## config.mk

```make
export PLATFORM = sky130hd
export DESIGN_NAME = modular_inverse_64
export DESIGN_NICKNAME = d
export VERILOG_FILES = /design/src/mi64_pkg.sv /design/src/mi64_divmul.sv /design/src/modular_inverse_64.sv
export SDC_FILE = /design/constraint.sdc
export NUM_CORES = 2
export LEC_CHECK = 0
export BUFFER_PORTS_ARGS = -buffer_cell sky130_fd_sc_hd__buf_4
export CORE_UTILIZATION = 59
export DETAILED_ROUTE_END_ITERATION = 10
export MAX_ROUTING_LAYER = met4
export PLACE_DENSITY = 0.79
export SLEW_MARGIN = 5
export SYNTH_ARGS = -nofsm -noshare
export SYNTH_HDL_FRONTEND = slang
export SYNTH_HIERARCHICAL = 1
export SYNTH_SLANG_ARGS = --single-unit
```

## constraint.sdc

```tcl
create_clock -name clk_i -period 7.3 [get_ports clk_i]
set_clock_uncertainty 0.15 [all_clocks]
set_input_delay 0.365 -clock clk_i [delete_from_list [all_inputs] [get_ports clk_i]]
set_output_delay 0.365 -clock clk_i [all_outputs]
set_load 0.01 [all_outputs]
```

## src/mi64_pkg.sv

```systemverilog
`timescale 1ns / 1ps
// ----------------------------------------------------------------------------
// mi64_pkg
// shared types and constants of the 64-bit modular inverse block
// ----------------------------------------------------------------------------
package mi64_pkg;

  // width of the arithmetic, operands are cut to this many low bits
  localparam int WORD_BITS = 64;
  // fixed width of the value, modulus and inverse ports
  localparam int IO_W      = 64;
  // bit counter of the shared divider
  localparam int CNT_W     = $clog2(WORD_BITS);

  typedef enum logic [1:0] {
    ST_OK             = 2'd0,
    ST_INVALID        = 2'd1,
    ST_NOT_INVERTIBLE = 2'd2
  } status_e;

  typedef enum logic [2:0] {
    S_IDLE,
    S_REDUCE,
    S_CHECK,
    S_STEP,
    S_FOLD,
    S_SIGN,
    S_EMIT
  } state_e;

  // handshake between sequencer and divider
  typedef struct packed {
    logic busy;
    logic done;
  } div_ctl_t;

endpackage

```

## src/mi64_divmul.sv

```systemverilog
`timescale 1ns / 1ps
// ----------------------------------------------------------------------------
// mi64_divmul
// restoring divider, one quotient bit a cycle, with quotient times mult
// accumulated from the same bits
// ----------------------------------------------------------------------------
module mi64_divmul (
  input  logic                           clk_i,
  input  logic                           rst_ni,
  input  logic                           start_i,
  input  logic [mi64_pkg::WORD_BITS-1:0] dividend_i,
  input  logic [mi64_pkg::WORD_BITS-1:0] divisor_i,
  input  logic [mi64_pkg::WORD_BITS-1:0] mult_i,
  output mi64_pkg::div_ctl_t             ctl_o,
  output logic [mi64_pkg::WORD_BITS-1:0] rem_o,
  output logic [mi64_pkg::WORD_BITS-1:0] prod_o
);

  localparam int W = mi64_pkg::WORD_BITS;

  logic                         busy_q, busy_d;
  logic                         done_q, done_d;
  logic [mi64_pkg::CNT_W-1:0]   cnt_q, cnt_d;
  logic [W-1:0]                 dvd_q, dsr_q, mul_q, rem_q, prod_q;
  logic [W-1:0]                 rem_shift;
  logic [W+1:0]                 diff;
  logic                         qbit;

  // trial subtract of the divisor from the shifted partial remainder
  assign rem_shift = {rem_q[W-2:0], dvd_q[W-1]};
  assign diff      = {1'b0, rem_q, dvd_q[W-1]} - {2'b00, dsr_q};
  assign qbit      = ~diff[W+1];

  always_comb begin
    busy_d = busy_q;
    done_d = 1'b0;
    cnt_d  = cnt_q;
    if (start_i) begin
      busy_d = 1'b1;
      cnt_d  = mi64_pkg::CNT_W'(W - 1);
    end else if (busy_q) begin
      cnt_d = cnt_q - 1'b1;
      if (cnt_q == '0) begin
        busy_d = 1'b0;
        done_d = 1'b1;
      end
    end
  end

  always_ff @(posedge clk_i or negedge rst_ni) begin
    if (!rst_ni) begin
      busy_q <= 1'b0;
      done_q <= 1'b0;
      cnt_q  <= '0;
    end else begin
      busy_q <= busy_d;
      done_q <= done_d;
      cnt_q  <= cnt_d;
    end
  end

  always_ff @(posedge clk_i) begin
    if (start_i) begin
      dvd_q  <= dividend_i;
      dsr_q  <= divisor_i;
      mul_q  <= mult_i;
      rem_q  <= '0;
      prod_q <= '0;
    end else if (busy_q) begin
      dvd_q  <= {dvd_q[W-2:0], 1'b0};
      rem_q  <= qbit ? diff[W-1:0] : rem_shift;
      prod_q <= {prod_q[W-2:0], 1'b0} + (qbit ? mul_q : '0);
    end
  end

  assign ctl_o.busy = busy_q;
  assign ctl_o.done = done_q;
  assign rem_o      = rem_q;
  assign prod_o     = prod_q;

endmodule

```

## src/modular_inverse_64.sv

```systemverilog
`timescale 1ns / 1ps
// ----------------------------------------------------------------------------
// modular_inverse_64
// modular inverse of a value by the extended euclidean algorithm
// ----------------------------------------------------------------------------
// One item at a time: the block takes a value and a modulus, reduces the value
// modulo the modulus and runs extended Euclid on the pair, returning the
// inverse in [0, modulus) with status ok, or 0 with status invalid (zero
// modulus) or not invertible (gcd above one). Every division goes through a
// single shared restoring divider that produces one quotient bit per cycle and
// builds quotient times coefficient from the same bits. An item runs one
// division to reduce the value and then one per Euclid step, of which there
// are at most about 93 for 64-bit operands. A zero modulus skips the divider
// and goes from idle straight to the emit state. The input side is
// ready only while the sequencer is idle; a finished item sits in the output
// register while the next item is already being worked on, and the sequencer
// waits at its end only if the previous result has still not been taken.
// ----------------------------------------------------------------------------
module modular_inverse_64 (
  input  logic                      clk_i,
  input  logic                      rst_ni,
  input  logic                      in_valid_i,
  output logic                      in_ready_o,
  input  logic [mi64_pkg::IO_W-1:0] value_i,
  input  logic [mi64_pkg::IO_W-1:0] modulus_i,
  output logic                      out_valid_o,
  input  logic                      out_ready_i,
  output logic [mi64_pkg::IO_W-1:0] inverse_o,
  output logic [1:0]                status_o
);

  localparam int W = mi64_pkg::WORD_BITS;

  mi64_pkg::state_e   state_q, state_d;
  mi64_pkg::status_e  st_q, st_d;
  mi64_pkg::status_e  status_q;
  mi64_pkg::div_ctl_t div_ctl;

  // euclid registers: remainders r / nr, coefficient magnitudes mt / mnt
  logic [W-1:0] m_q, m_d;
  logic [W-1:0] r_q, r_d;
  logic [W-1:0] nr_q, nr_d;
  logic [W-1:0] mt_q, mt_d;
  logic [W-1:0] mnt_q, mnt_d;
  logic         tneg_q, tneg_d;
  logic [W-1:0] res_q, res_d;
  logic [W-1:0] inverse_q;
  logic         out_valid_q, out_valid_d;

  // shared divider hook-up
  logic         div_start;
  logic [W-1:0] div_dividend, div_divisor, div_mult;
  logic [W-1:0] div_rem, div_prod;

  logic         in_fire;
  logic         emit;
  logic [W-1:0] value_w, modulus_w;

  assign value_w   = value_i[W-1:0];
  assign modulus_w = modulus_i[W-1:0];
  assign in_ready_o = (state_q == mi64_pkg::S_IDLE);
  assign in_fire    = in_valid_i & in_ready_o;

  mi64_divmul u_divmul (
    .clk_i      (clk_i),
    .rst_ni     (rst_ni),
    .start_i    (div_start),
    .dividend_i (div_dividend),
    .divisor_i  (div_divisor),
    .mult_i     (div_mult),
    .ctl_o      (div_ctl),
    .rem_o      (div_rem),
    .prod_o     (div_prod)
  );

  // sequencer and datapath next values
  always_comb begin
    state_d      = state_q;
    m_d          = m_q;
    r_d          = r_q;
    nr_d         = nr_q;
    mt_d         = mt_q;
    mnt_d        = mnt_q;
    tneg_d       = tneg_q;
    res_d        = res_q;
    st_d         = st_q;
    emit         = 1'b0;
    div_start    = 1'b0;
    div_dividend = r_q;
    div_divisor  = nr_q;
    div_mult     = mnt_q;

    case (state_q)
      mi64_pkg::S_IDLE: begin
        if (in_fire) begin
          m_d    = modulus_w;
          r_d    = modulus_w;
          mt_d   = '0;
          mnt_d  = W'(1);
          tneg_d = 1'b1;
          if (modulus_w == '0) begin
            res_d   = '0;
            st_d    = mi64_pkg::ST_INVALID;
            state_d = mi64_pkg::S_EMIT;
          end else begin
            // reduce the value first, the product is not used here
            div_start    = 1'b1;
            div_dividend = value_w;
            div_divisor  = modulus_w;
            div_mult     = '0;
            state_d      = mi64_pkg::S_REDUCE;
          end
        end
      end

      mi64_pkg::S_REDUCE: begin
        if (div_ctl.done) begin
          nr_d    = div_rem;
          state_d = mi64_pkg::S_CHECK;
        end
      end

      mi64_pkg::S_CHECK: begin
        if (nr_q == '0) begin
          state_d = mi64_pkg::S_FOLD;
        end else begin
          div_start = 1'b1;
          state_d   = mi64_pkg::S_STEP;
        end
      end

      mi64_pkg::S_STEP: begin
        if (div_ctl.done) begin
          // magnitudes never exceed the modulus, so the sum never wraps
          mt_d    = mnt_q;
          mnt_d   = mt_q + div_prod;
          tneg_d  = ~tneg_q;
          r_d     = nr_q;
          nr_d    = div_rem;
          state_d = mi64_pkg::S_CHECK;
        end
      end

      mi64_pkg::S_FOLD: begin
        if (r_q != W'(1)) begin
          res_d   = '0;
          st_d    = mi64_pkg::ST_NOT_INVERTIBLE;
          state_d = mi64_pkg::S_EMIT;
        end else begin
          // magnitude is at most the modulus, one subtract reduces it
          if (mt_q >= m_q) begin
            mt_d = mt_q - m_q;
          end
          state_d = mi64_pkg::S_SIGN;
        end
      end

      mi64_pkg::S_SIGN: begin
        res_d   = (tneg_q && (mt_q != '0)) ? (m_q - mt_q) : mt_q;
        st_d    = mi64_pkg::ST_OK;
        state_d = mi64_pkg::S_EMIT;
      end

      mi64_pkg::S_EMIT: begin
        // wait only while the previous item is still unclaimed
        if (!out_valid_q || out_ready_i) begin
          emit    = 1'b1;
          state_d = mi64_pkg::S_IDLE;
        end
      end

      default: begin
        state_d = mi64_pkg::S_IDLE;
      end
    endcase
  end

  assign out_valid_d = emit | (out_valid_q & ~out_ready_i);

  always_ff @(posedge clk_i or negedge rst_ni) begin
    if (!rst_ni) begin
      state_q     <= mi64_pkg::S_IDLE;
      out_valid_q <= 1'b0;
    end else begin
      state_q     <= state_d;
      out_valid_q <= out_valid_d;
    end
  end

  always_ff @(posedge clk_i) begin
    m_q    <= m_d;
    r_q    <= r_d;
    nr_q   <= nr_d;
    mt_q   <= mt_d;
    mnt_q  <= mnt_d;
    tneg_q <= tneg_d;
    res_q  <= res_d;
    st_q   <= st_d;
    if (emit) begin
      inverse_q <= res_q;
      status_q  <= st_q;
    end
  end

  assign out_valid_o = out_valid_q;
  assign inverse_o   = mi64_pkg::IO_W'(inverse_q);
  assign status_o    = status_q;

endmodule

```

==> impl_metrics.ini <==
[outcome]
status = completed

[global_route]
grtUsageTotal_pct = 38.5
antenna_found_initial = 3
grt_pass1_wl_um = 246000
grt.overflow.total = 0
grt_pass1_vias = 40846
grt_max_degree = 144

[floorplan]
boundaryPins = 200
die_w_um = 295
rows = 107
die_area_mm2 = 0.0872
core_mm2 = 0.0851
die_y_um = 295
start_util_pct = 59.6

[setup_path]
r2r_cells = 20
cp-end-kind = register
reg2reg_from = u_divmul/rem_o[11]
path_max_fanout = 50
reg2reg_slack_ps = 1030
path_class = reg2reg
cp.arrival_ps = 6650
required_ps = 7690
r2r-end = u_divmul/prod_o[58]
startpoint_type = register

[cts]
cts.repair.resized = 0
cts.reportedPaths.clkPinSlew_ps = 60
postCtsSetupRepairBufs = 0
hold_buffers = 125
cts-root-buf = clkbuf_16
clock_latency_ps = 680
clk_path_buf_depth = 3
cts.sinks = 785
cts_buffers = 85
tritoncts = yes
htree_num_levels = 3

[timing]
worst_slew_pin_slew_ps = 1230
fin_crit_sh_pct = 85.8
finalSetupViolations = 0
finalMaxSlewViolations = 0
hold_ws_ps = 17.4
max_freq_ghz = 0.160
fin_setup_tns_ps = 0
layout_min_cycle_time_ps = 6270
slew_headroom_pct = 17.1
rsz0062_at_grt = false
finalHoldViolCount = 0

[hold_path]
min_from = value_i[3]
hold_end = u_divmul/dvd_q[3]
min_path_type = in2reg
hold_path_depth = 3

[route]
drt-pass1-iter-count = 6
drc = 0
drtIter0Drc = 4172
viasPerCell = 6.39
wl_per_cell_um = 24.5
routed_wl_um = 165000
vias = 42893
ant_nets = 0

[yosys]
syn_inst = 5344
yosys_warnings = 6
syn-num-nets = 5799
avgSynthCellArea_um2 = 9.49
netlist_area_mm2 = 0.0507

[pwr]
power.density_mw_per_mm2 = 164
peakVddDrop_uv = 150
leakage_nw = 22.6

[place]
io_buffers = 199
gp_congestion = 1.02
dp_hpwl_um = 120000

[finish]
nNetsFinal = 5954
multi_input_area_mm2 = 0.0264
areaGrowthSynthToFinish_pct = 12.1
n_fill_cell = 6690
regArea_mm2 = 0.0222
drive_gt1_share_pct = 11.4

[run]
cap_violations = 0
-- worst max path at each step --
stage                        from                   to  slack [ps]  depth (start not counted)
2_1_floorplan          state_q[0]    u_divmul/dvd_q[0]         340                         11
3_3_place_gp   u_divmul/dsr_q[14]  u_divmul/prod_o[58]        1370                         21
3_5_place_dp   u_divmul/rem_o[11]  u_divmul/prod_o[58]        1210                         20
4_1_cts        u_divmul/rem_o[13]  u_divmul/prod_o[58]        1190                         20
5_1_grt        u_divmul/dsr_q[14]  u_divmul/prod_o[44]         720                         21
6_report       u_divmul/rem_o[11]  u_divmul/prod_o[58]        1030                         20
-- routing by layer --
layer / up-vias / track usage, % / share of wire (%)
met3: 393 / 5.73 / 9.2
met1: 20502 / 51.5 / 41
met2: 2229 / 57.8 / 45
li1: 19769 / - / -
met5: - / - / 0
met4: 0 / 17.5 / 5.0
-- worst max-delay path: stages, from the launching register on --
cell and delay, ps:
dfxtp_1 340, ha_1 390, a21oi_1 310, o211ai_1 170, nor3_1 270, nand3_1 220, a31oi_4 410, o21bai_4 160
a21o_4 390, and2_1 280, ha_1 300, a211o_1 280, a21oi_1 330, o31ai_2 120, o21ai_1 330, a21oi_2 190
a31oi_1 580, o21bai_2 190, a311oi_1 350, xor2_1 210, o21ai_0 100
-- cells in the final DEF (no fill, tap or decap), types with 125 or more instances in the layout --
cell and count:
a21o_1 178, edfxtp_1 645, ha_1 318, nand2_1 693, a21oi_1 456, xnor2_1 156, inv_1 272, buf_4 233
o21ai_0 282, dlygate4sd3_1 125, nor2_1 396, dfxtp_1 128, mux2_2 195
-- metrics by stage --
stage | cell area (um^2) | setup WS (ps) | power [mW] | instances | util, %
after detailed placement | 52900 | 1210 | 5.00 | 6431 | 62.1
after floorplan | 50700 | 336 | 4.90 | 5344 | -
after global placement | 52900 | 1370 | 5.00 | 6431 | 62.1
after global routing | 56900 | 724 | 9.53 | 6714 | 66.8
after CTS | 56900 | 1190 | 9.35 | 6713 | 66.8
final | 56900 | 1030 | 9.35 | 6715 | 66.8
-- flip-flops by register name, summed over array words and instances (netlist names), 6 cells and up --
signal           flops
u_divmul/dvd_q      64
inverse_o           64
mnt_q               64
u_divmul/rem_o      64
mt_q                64
u_divmul/cnt_q       6
u_divmul/dsr_q      64
u_divmul/mul_q      64
r_q                 64
nr_q                64
m_q                 64
res_q               64
u_divmul/prod_o     64
-- area by class of cell --
cell class	count	area share, %
Multi-Input combinational cell	3994	46.4
Sequential cell	785	39.1
Timing Repair Buffer	359	5.31
Clock buffer	119	4.14
Tap cell	1144	2.52
Inverter	274	1.81
Clock inverter	38	0.728
Antenna cell	2	0.00880
-- report_power, final --
group / leakage, nW / internal (mW) / switching (mW)
logic: 15.0 / 0.0976 / 0.0825
clock network: 1.34 / 2.54 / 1.84
registers: 6.24 / 4.79 / 0.0000000000000000186
Power figures use the tool's default switching activity.
